File: config.mk
export PLATFORM = sky130hd
export DESIGN_NAME = k_transaction_max_profit
export DESIGN_NICKNAME = d
export VERILOG_FILES = /design/src/rtl/core/kmp_pkg.sv /design/src/rtl/core/kmp_dpath.sv /design/src/rtl/core/kmp_ctrl.sv /design/src/rtl/core/k_transaction_max_profit.sv
export SDC_FILE = /design/constraint.sdc
export NUM_CORES = 2
export LEC_CHECK = 0
export BUFFER_PORTS_ARGS = -buffer_cell sky130_fd_sc_hd__buf_2
export CAP_MARGIN = 20
export CORE_ASPECT_RATIO = 1.1
export CORE_MARGIN = 2
export CORE_UTILIZATION = 50
export DETAILED_ROUTE_END_ITERATION = 10
export GPL_ROUTABILITY_DRIVEN = 0
export MAX_ROUTING_LAYER = met4
export PLACE_DENSITY_LB_ADDON = 0.1
export RECOVER_POWER = 25
export SYNTH_ARGS = -nofsm -noshare
export SYNTH_HDL_FRONTEND = slang
export SYNTH_HIERARCHICAL = 1
export SYNTH_SLANG_ARGS = --single-unit
File: constraint.sdc
create_clock -name clock -period 8.4 [get_ports clock]
set_input_delay 1.26 -clock clock [delete_from_list [all_inputs] [get_ports clock]]
set_output_delay 1.26 -clock clock [all_outputs]
set_load 0.02 [all_outputs]
File: src/rtl/core/kmp_pkg.sv
// Shared constants, types and controller state codes for the k-transaction profit block.
package kmp_pkg;

   localparam int MAX_LEVELS_DEF = 16;
   localparam int PRICE_W        = 16;
   localparam int PROFIT_W       = 32;
   localparam int HOLD_W         = 33;
   localparam int EXT_W          = HOLD_W + 1;
   localparam int KCFG_W         = 5;
   localparam logic [KCFG_W-1:0] KCFG_RESET = KCFG_W'(2);

   // Controller to datapath command bundle
   typedef struct packed {
      logic load;      // latch a new item, clear carry and result
      logic rd_en;     // read one level pair
      logic wr_en;     // update the level pair read last cycle
      logic out_load;  // move the finished result to the output register
   } dp_cmd_type;

   typedef enum logic [2:0] {
      ST_IDLE  = 3'b001,
      ST_SWEEP = 3'b010,
      ST_DONE  = 3'b100
   } ctrl_state_type;

endpackage

File: src/rtl/core/kmp_dpath.sv
// Datapath: level memories, per-level update arithmetic, result capture and config register.
module kmp_dpath #(
   parameter int MAX_LEVELS = kmp_pkg::MAX_LEVELS_DEF,
   parameter int LVL_W      = (MAX_LEVELS > 1) ? $clog2(MAX_LEVELS) : 1
) (
   input  logic                          clock,
   input  logic                          reset,
   input  kmp_pkg::dp_cmd_type           cmd,
   input  logic [LVL_W-1:0]              rd_addr,
   input  logic [LVL_W-1:0]              wr_addr,
   input  logic [kmp_pkg::PRICE_W-1:0]   req_price,
   input  logic                          req_first_day,
   input  logic                          csr_wr,
   input  logic [kmp_pkg::KCFG_W-1:0]    csr_max_transactions,
   output logic [kmp_pkg::PROFIT_W-1:0]  rsp_best_profit
);
   import kmp_pkg::*;

   logic [PROFIT_W-1:0]      profit_mem [MAX_LEVELS];
   logic [HOLD_W-1:0]        hold_mem   [MAX_LEVELS];
   logic [MAX_LEVELS-1:0]    valid_ff, valid_in;

   logic [KCFG_W-1:0]        kcfg_ff;
   logic [PRICE_W-1:0]       price_ff;
   logic                     first_ff;
   logic                     cap_en_ff, cap_en_in;
   logic [LVL_W-1:0]         cap_idx_ff, cap_idx_in;
   logic [PROFIT_W-1:0]      carry_ff, carry_in;
   logic [PROFIT_W-1:0]      result_ff, result_in;
   logic [PROFIT_W-1:0]      prof_rd_ff;
   logic                     prof_vld_rd_ff;
   logic [HOLD_W-1:0]        hold_rd_ff;
   logic [PROFIT_W-1:0]      out_ff;

   logic [PROFIT_W-1:0]      old_prof;
   logic signed [EXT_W-1:0]  price_ext, sell, old_ext, cand, buy, hold_ext;
   logic [PROFIT_W-1:0]      prof_new;
   logic [HOLD_W-1:0]        hold_new;
   logic                     k_over;

   // config register
   always_ff @(posedge clock) begin
      if (reset) begin
         kcfg_ff <= KCFG_RESET;
      end else if (csr_wr) begin
         kcfg_ff <= csr_max_transactions;
      end
   end

   // level pair update
   always_comb begin
      old_prof  = prof_vld_rd_ff ? prof_rd_ff : '0;
      price_ext = $signed({{(EXT_W-PRICE_W){1'b0}}, price_ff});
      old_ext   = $signed({{(EXT_W-PROFIT_W){1'b0}}, old_prof});
      hold_ext  = $signed({hold_rd_ff[HOLD_W-1], hold_rd_ff});
      sell      = price_ext + hold_ext;
      buy       = $signed({{(EXT_W-PROFIT_W){1'b0}}, carry_ff}) - price_ext;
      cand      = (sell > old_ext) ? sell : old_ext;
      if (cand > $signed({{(EXT_W-PROFIT_W){1'b0}}, {PROFIT_W{1'b1}}})) begin
         prof_new = {PROFIT_W{1'b1}};
      end else begin
         prof_new = cand[PROFIT_W-1:0];
      end
      hold_new = (buy > hold_ext) ? buy[HOLD_W-1:0] : hold_rd_ff;
      if (first_ff) begin
         prof_new = '0;
         hold_new = HOLD_W'(0) - {{(HOLD_W-PRICE_W){1'b0}}, price_ff};
      end
   end

   // K above the built level count selects the top level
   always_comb begin
      k_over     = (int'(kcfg_ff) > MAX_LEVELS);
      cap_idx_in = k_over ? LVL_W'(MAX_LEVELS - 1) : LVL_W'(kcfg_ff - KCFG_W'(1));
      cap_en_in  = !req_first_day && (kcfg_ff != '0);
   end

   always_comb begin
      valid_in  = valid_ff;
      carry_in  = carry_ff;
      result_in = result_ff;
      if (cmd.load) begin
         carry_in  = '0;
         result_in = '0;
      end else if (cmd.wr_en) begin
         valid_in[wr_addr] = 1'b1;
         carry_in          = old_prof;
         if (cap_en_ff && (wr_addr == cap_idx_ff)) begin
            result_in = prof_new;
         end
      end
   end

   always_ff @(posedge clock) begin
      if (reset) begin
         valid_ff <= '0;
      end else begin
         valid_ff <= valid_in;
      end
   end

   always_ff @(posedge clock) begin
      carry_ff  <= carry_in;
      result_ff <= result_in;
      if (cmd.load) begin
         price_ff   <= req_price;
         first_ff   <= req_first_day;
         cap_en_ff  <= cap_en_in;
         cap_idx_ff <= cap_idx_in;
      end
      if (cmd.out_load) begin
         out_ff <= result_ff;
      end
   end

   // memories, registered read
   always_ff @(posedge clock) begin
      if (cmd.rd_en) begin
         prof_rd_ff     <= profit_mem[rd_addr];
         hold_rd_ff     <= hold_mem[rd_addr];
         prof_vld_rd_ff <= valid_ff[rd_addr];
      end
      if (cmd.wr_en) begin
         profit_mem[wr_addr] <= prof_new;
         hold_mem[wr_addr]   <= hold_new;
      end
   end

   assign rsp_best_profit = out_ff;

endmodule

File: src/rtl/core/kmp_ctrl.sv
// Controller: sequences the level sweep and owns both handshakes.
module kmp_ctrl #(
   parameter int MAX_LEVELS = kmp_pkg::MAX_LEVELS_DEF,
   parameter int LVL_W      = (MAX_LEVELS > 1) ? $clog2(MAX_LEVELS) : 1
) (
   input  logic                 clock,
   input  logic                 reset,
   input  logic                 req_valid,
   output logic                 req_ready,
   output logic                 rsp_valid,
   input  logic                 rsp_ready,
   output kmp_pkg::dp_cmd_type  cmd,
   output logic [LVL_W-1:0]     rd_addr,
   output logic [LVL_W-1:0]     wr_addr
);
   import kmp_pkg::*;

   localparam logic [LVL_W-1:0] LAST_IDX = LVL_W'(MAX_LEVELS - 1);

   ctrl_state_type     state_ff, state_in;
   logic [LVL_W-1:0]   idx_ff, idx_in;
   logic               rsp_valid_ff, rsp_valid_in;

   always_comb begin
      state_in     = state_ff;
      idx_in       = idx_ff;
      rsp_valid_in = rsp_valid_ff && !rsp_ready;
      cmd          = '0;
      rd_addr      = '0;
      wr_addr      = idx_ff;
      req_ready    = 1'b0;
      case (state_ff)
         ST_IDLE: begin
            req_ready = 1'b1;
            if (req_valid) begin
               cmd.load  = 1'b1;
               cmd.rd_en = 1'b1;
               idx_in    = '0;
               state_in  = ST_SWEEP;
            end
         end
         ST_SWEEP: begin
            cmd.wr_en = 1'b1;
            if (idx_ff == LAST_IDX) begin
               state_in = ST_DONE;
            end else begin
               cmd.rd_en = 1'b1;
               rd_addr   = idx_ff + LVL_W'(1);
               idx_in    = idx_ff + LVL_W'(1);
            end
         end
         ST_DONE: begin
            if (!rsp_valid_ff || rsp_ready) begin
               cmd.out_load = 1'b1;
               rsp_valid_in = 1'b1;
               state_in     = ST_IDLE;
            end
         end
         default: begin
            state_in = ST_IDLE;
         end
      endcase
   end

   always_ff @(posedge clock) begin
      if (reset) begin
         state_ff     <= ST_IDLE;
         idx_ff       <= '0;
         rsp_valid_ff <= 1'b0;
      end else begin
         state_ff     <= state_in;
         idx_ff       <= idx_in;
         rsp_valid_ff <= rsp_valid_in;
      end
   end

   assign rsp_valid = rsp_valid_ff;

endmodule

File: src/rtl/core/k_transaction_max_profit.sv
// Top level: best profit with at most K buy-sell transactions over a price stream.
// Sequence: ST_IDLE takes an item, ST_SWEEP then updates each level in turn,
//   one profit/holding memory read and one write per level, and ST_DONE loads
//   the result once the previous one is taken; only then is a new item accepted.
// Reset: synchronous, active high; K returns to 2, all level profits read as zero,
//   holdings are undefined until a first_day item writes them.
module k_transaction_max_profit #(
   parameter int MAX_LEVELS = kmp_pkg::MAX_LEVELS_DEF
) (
   input  logic                          clock,
   input  logic                          reset,
   // price input channel
   input  logic                          req_valid,
   output logic                          req_ready,
   input  logic [kmp_pkg::PRICE_W-1:0]   req_price,
   input  logic                          req_first_day,
   // result channel
   output logic                          rsp_valid,
   input  logic                          rsp_ready,
   output logic [kmp_pkg::PROFIT_W-1:0]  rsp_best_profit,
   // max_transactions write channel
   input  logic                          csr_valid,
   output logic                          csr_ready,
   input  logic [kmp_pkg::KCFG_W-1:0]    csr_max_transactions
);
   import kmp_pkg::*;

   localparam int LVL_W = (MAX_LEVELS > 1) ? $clog2(MAX_LEVELS) : 1;

   dp_cmd_type          cmd;
   logic [LVL_W-1:0]    rd_addr;
   logic [LVL_W-1:0]    wr_addr;

   // Config writes must come only when idle (unchecked); csr_ready is always 1.
   assign csr_ready = 1'b1;

   // Controller walks levels 0..MAX_LEVELS-1 in ascending order; the datapath
   // carries the previous level's old profit in a register, so each level needs
   // only one read per memory.
   kmp_ctrl #(
      .MAX_LEVELS (MAX_LEVELS),
      .LVL_W      (LVL_W)
   ) u_ctrl (
      .clock     (clock),
      .reset     (reset),
      .req_valid (req_valid),
      .req_ready (req_ready),
      .rsp_valid (rsp_valid),
      .rsp_ready (rsp_ready),
      .cmd       (cmd),
      .rd_addr   (rd_addr),
      .wr_addr   (wr_addr)
   );

   kmp_dpath #(
      .MAX_LEVELS (MAX_LEVELS),
      .LVL_W      (LVL_W)
   ) u_dpath (
      .clock                (clock),
      .reset                (reset),
      .cmd                  (cmd),
      .rd_addr              (rd_addr),
      .wr_addr              (wr_addr),
      .req_price            (req_price),
      .req_first_day        (req_first_day),
      .csr_wr               (csr_valid && csr_ready),
      .csr_max_transactions (csr_max_transactions),
      .rsp_best_profit      (rsp_best_profit)
   );

   // One item in flight: no new transfer right after one is taken.
   a_one_in_flight: assert property (@(posedge clock) disable iff (reset)
      (req_valid && req_ready) |=> !req_ready)
      else $error("req accepted twice in a row");

   // Every level read is consumed by an update in the next cycle.
   a_read_then_write: assert property (@(posedge clock) disable iff (reset)
      cmd.rd_en |=> cmd.wr_en)
      else $error("level read not followed by update");

   // A pending result is never overwritten.
   a_no_overwrite: assert property (@(posedge clock) disable iff (reset)
      cmd.out_load |-> (!rsp_valid || rsp_ready))
      else $error("result register overwritten");

   // Level updates only happen while the input side is closed.
   a_busy_during_sweep: assert property (@(posedge clock) disable iff (reset)
      cmd.wr_en |-> !req_ready)
      else $error("input open during sweep");

endmodule

Word level (Yosys, flattened, before mapping)
Memory sizes are Yosys's and may differ from the RTL's. A register that Yosys moved wholly into a read port is not among the register bits. Index checks and enable logic that the tools add are counted.

Register bits: 148. RAM bits: 1040. Bits of input ports: 27. Output and inout port bits: 35. Word-level logic and storage cells: 83. Memories: 2.

Add/subtract/negate cells: 5. Order comparisons: 7. Equal/unequal tests: 9. Muxes and demuxes: 31. Bitwise operators: 2. Reductions and logical operators: 14.

Memories: u_dpath.hold_mem (words 16, bits a word 33, read ports 1, clocked after memory_dff 1, wr ports 1, line kmp_dpath.sv:20) `logic [HOLD_W-1:0] hold_mem [MAX_LEVELS];`; u_dpath.profit_mem (words 16, bits a word 32, read ports 1, clocked after memory_dff 1, wr ports 1, line kmp_dpath.sv:19) `logic [PROFIT_W-1:0] profit_mem [MAX_LEVELS];`.

Operators with widths (count): 32-bit two-way mux (3); 33-bit two-way mux (2); 17-bit by 33-bit adder with 34-bit output (1); 34-bit by 33-bit greater-than comparator with 1-bit output (1); 34-bit by 33-bit greater-than comparator with 1-bit output, second input constant (1); 34-bit two-way mux (1); 33-bit greater-than comparator (1); 32-bit by 16-bit subtractor with 33-bit output (1); 1-bit by 16-bit subtractor with 17-bit output, first input constant (1); 4-bit two-way mux (4); 16-bit bitwise OR (1); 1-bit two-way mux (12); 4-bit by 5-bit less-than comparator with 1-bit output, second input constant (2); 3-bit two-way mux (3); 3-bit one-hot mux with 3 select lines (1); 4-bit one-hot mux with 2 select lines (1); 3-bit AND reduction (2); 5-bit greater-than comparator, second input constant (1); 5-bit nonzero test (1); 4-bit by 1-bit adder with 4-bit output, second input constant (1); 1-bit binary-select mux with 4-bit select (1); 1-bit demux with 4-bit select (1); 4-bit equality test (1); 4-bit equality test, second input constant (1); 15 further kinds (23).

Depth between registers and ports, before layout
Depth after elaboration: 6. Mapped depth: 22.

By module
Netlist, hierarchy kept.

By module, submodules not included: kmp_dpath (times used 1, cells each 2762, area an instance 51444.3 sq um, seq. area each 36535.0 sq um); kmp_ctrl (times used 1, cells each 48, area an instance 460.4 sq um, seq. area each 160.2 sq um); k_transaction_max_profit (times used 1, cells each 2, area an instance 11.3 sq um, seq. area each 0.0 sq um).

Worst setup path after synthesis
Ideal clock, no wire load.

Kind: reg2reg. From: register u_ctrl.state_ff[2]. To: memory u_dpath.hold_mem[3][0], enable pin. Arrival time: 5.811 ns. Required time: 7.832 ns. Slack: 2.021 ns. Cell stages (with the launch flop): 7. Path buffers: 2. Period minus slack after synthesis: 6.379 ns. Cells stage by stage: dfxtp_1 > or3b_1 > buf_6 > clkinv_8 > clkbuf_1 > nand3_1 > nor3_1.

RTL lines: from (decl) (line kmp_ctrl.sv:20) `ctrl_state_type state_ff, state_in;`; from (signal assigned) (line kmp_ctrl.sv:71) `state_ff <= state_in;`; to (decl) (line kmp_dpath.sv:20).

==> run metrics <==
RSZ-0062 raised after global routing no; Distinct cells, synth just under 90; min-delay src u_dpath/result_ff[1]; leakage power figure 18.63 nW; status finished with violations; area leader, netlist edfxtp_1; Seq/Total Area, Yosys 70.68%; Placement Setup Slack between 1.5 and 2 ns; CP max FO 73; sequential power share about half; CTS tree yes; mapped cell area 51920 sq um; Bufs on Longest Clock Path 3; Util after Layout between 50 and 60%; GRT overflow 0; Post-Layout Cell Count 4458; Final setup violation count 0; starting density of the core between 50% and 60%; Synth area leaders edfxtp_1 67%, mux4_2 14%, dfxtp_1 3.6%; # Post-CTS Setup Buffers 0; DRT antenna net count 0; async set-reset flop share out of synthesis 0%; Hold Path Class reg2reg; Skew-Pair Late Insertion Delay 0.75 ns; total CTS buffers 130; Max Slew Vio Count 756; Nets 3114; slew margin rel. -144.4%; Post-synth EDFFs about 1200; measured slew at the worst slew-check pin 3.666 ns; die area approximately 110000 sq um; DIE WIDTH 311.2 um; overall power 13.68 mW; yosys warns 6; CP Data Arrival Time about 7.6 ns; row cnt 123; die height 342.0 um; DRC viols 0; VDD IR max ~0.21 mV; hold bufs inserted after CTS 0; failing checks capacitance limit, slew limit; Mapped Cells roughly 2800; syn nets 2941; critical path class reg2reg; H-tree levels 4; Final Hold Viols 0; # port buffers 60; area of the multi-input gates 14420 sq um; core area 102700 sq um; TritonRoute pass-1 iters 8; reg2reg start u_ctrl/state_ff[2]; cell-internal power 10.56 mW; Pwr Density 234.4 nW/um^2; post-cts sizing count 0; post-detailed-route via-to-cell ratio 6.236; CTS Root Cell clkbuf_16; min cycle time layout between 7 and 8 ns; fraction of layout cells with a size suffix above 1 22.10%; HPWL after DPL 79.58 mm; fmax 138.6 MHz; worst setup path start u_ctrl/state_ff[2]; IO Pins 62; CTS clk-pin slew, worst paths 0.06 ns; maximum capacitance violations 22; FF+latch area 36700 sq um; GRT Overall Usage 26.22%; wirelength, routed 133.5 mm; fillers 7843; area fraction of the dominant cell type after synthesis 67.10%; area grow syn2layout 12.38%; Critical Path RT 8.77 ns; routed vias about 28000; P_sw 3.115 mW; DRT iter0 DRCs approximately 3300; Sinks on Clock Net roughly 1300; Clock power frac 40.7%; Main synth FF type edfxtp_1; Yosys reg bits ~1300; Placed Cells 4223; initial antenna violation count 4; Worst Setup Slack, final ~1.2 ns; Setup TNS 0 ns; Startpoint Class flop; most frequent cells after synthesis 1160 x edfxtp_1, 330 x mux4_2, 118 x nand2_1, 109 x nor2_1, 100 x ha_1; routed len/inst 29.95 um; largest net degree at the start of global routing 121; Sw Ratio 22.77%; most instantiated library cell after synthesis edfxtp_1; post-route clock period utilization 85.92%; first-pass GRT wire length about 190 mm; clock skew 0.02990 ns; Critical Path Sink Type flop; vias in the first global route 28000; Logic pwr share between 7 and 8%; Mean Syn Cell Area 18.46 sq um
[critical path: stages (launching register included)]
cell	delay [ns]
dfxtp_1	0.35
or3b_1	0.59
clkinvlp_2	1.60
nand3_1	0.67
nor2_4	0.24
clkbuf_1	2.36
buf_4	0.93
[cell usage in the layout, fill, tap and decap left out, types with 10 or more instances in the layout]
master     instances
clkbuf_1         102
and3_4            15
ha_1             100
xor2_1            11
nand2b_1          46
nand4_1           22
o211ai_1          10
o31ai_2           16
o31ai_1           12
nor2_1           100
clkinv_2          17
o21ai_0           52
nand2_1          118
mux4_2           330
edfxtp_1        1160
buf_4             78
nor3_1            58
clkbuf_16        132
nand3_1           56
inv_1             92
dfxtp_1           93
o21ai_1           16
a21oi_1           90
xnor2_1           56
mux2i_1           34
a21o_1            21
clkinv_1          22
[cell type report]
cell class	count	area share (%)
Clock inverter	66	1.132
Antenna cell	1	0.004289
Sequential cell	1253	62.90
Clock buffer	163	5.878
Multi-Input combinational cell	1337	24.72
Timing Repair Buffer	168	1.804
Inverter	95	0.6219
Tap cell	1375	2.949
[registers in the layout (all words and copies together) (netlist names), 3 cells and up]
register                 flops
u_dpath/hold_rd_ff          33
u_dpath/carry_ff            32
u_dpath/hold_mem           528
u_dpath/valid_ff            16
u_ctrl/state_ff              3
u_dpath/cap_idx_ff           4
u_dpath/price_ff            16
u_dpath/kcfg_ff              5
u_dpath/prof_rd_ff          32
u_ctrl/wr_addr               4
u_dpath/profit_mem         512
u_dpath/rsp_best_profit     32
u_dpath/result_ff           32
[layer usage]
layer,track usage [%],share of wire (%),up-vias
met1,35.69,41,14731
met2,41.31,49,1100
met3,3.734,6.7,244
li1,-,-,11726
met5,-,0,-
met4,8.555,3.0,0
[metrics by stage]
stage          hold slack [ns]  area (sq um)
3_5_place_dp            0.4219         54420
3_3_place_gp            0.4264         54410
4_1_cts                 0.4408         58510
2_1_floorplan           0.4081         51920
6_report                0.4390         58340
5_1_grt                 0.4483         58340
[power by group through the flow]
stage	Clock [mW]	Combinational (mW)	Sequential [mW]
final	5.56	1.04	7.08
after global routing	5.91	1.13	7.08
after CTS	5.67	1.03	7.07
after detailed placement	0	1.02	7.20
after global placement	0	0.986	7.20
after floorplan	0	0.663	7.18
[cells by family (layout without fill, tap and decap cells)]
logic type | Yosys count | in the layout | synth area share (%)
muxes | 364 | 364 | 14.97
and+or+nand+nor | 499 | 499 | 4.967
xor gates and xnor gates | 67 | 67 | 1.130
other | 1 | 2 | 0.007223
DFF | 1253 | 1253 | 70.68
adders and majority gates | 102 | 102 | 2.487
buffers and inverters | 222 | 492 | 1.750
AOI/OAI and AO/OA | 304 | 304 | 4.006
[final timing paths]
kind,end,slack (ns),cells past startpoint
max reg2reg,u_dpath/profit_mem[7][7],1.18,6
max,u_dpath/profit_mem[7][7],1.18,6
min,u_dpath/rsp_best_profit[1],0.44,0
min reg2reg,u_dpath/rsp_best_profit[1],0.44,0
Power figures use the tool's default switching activity.
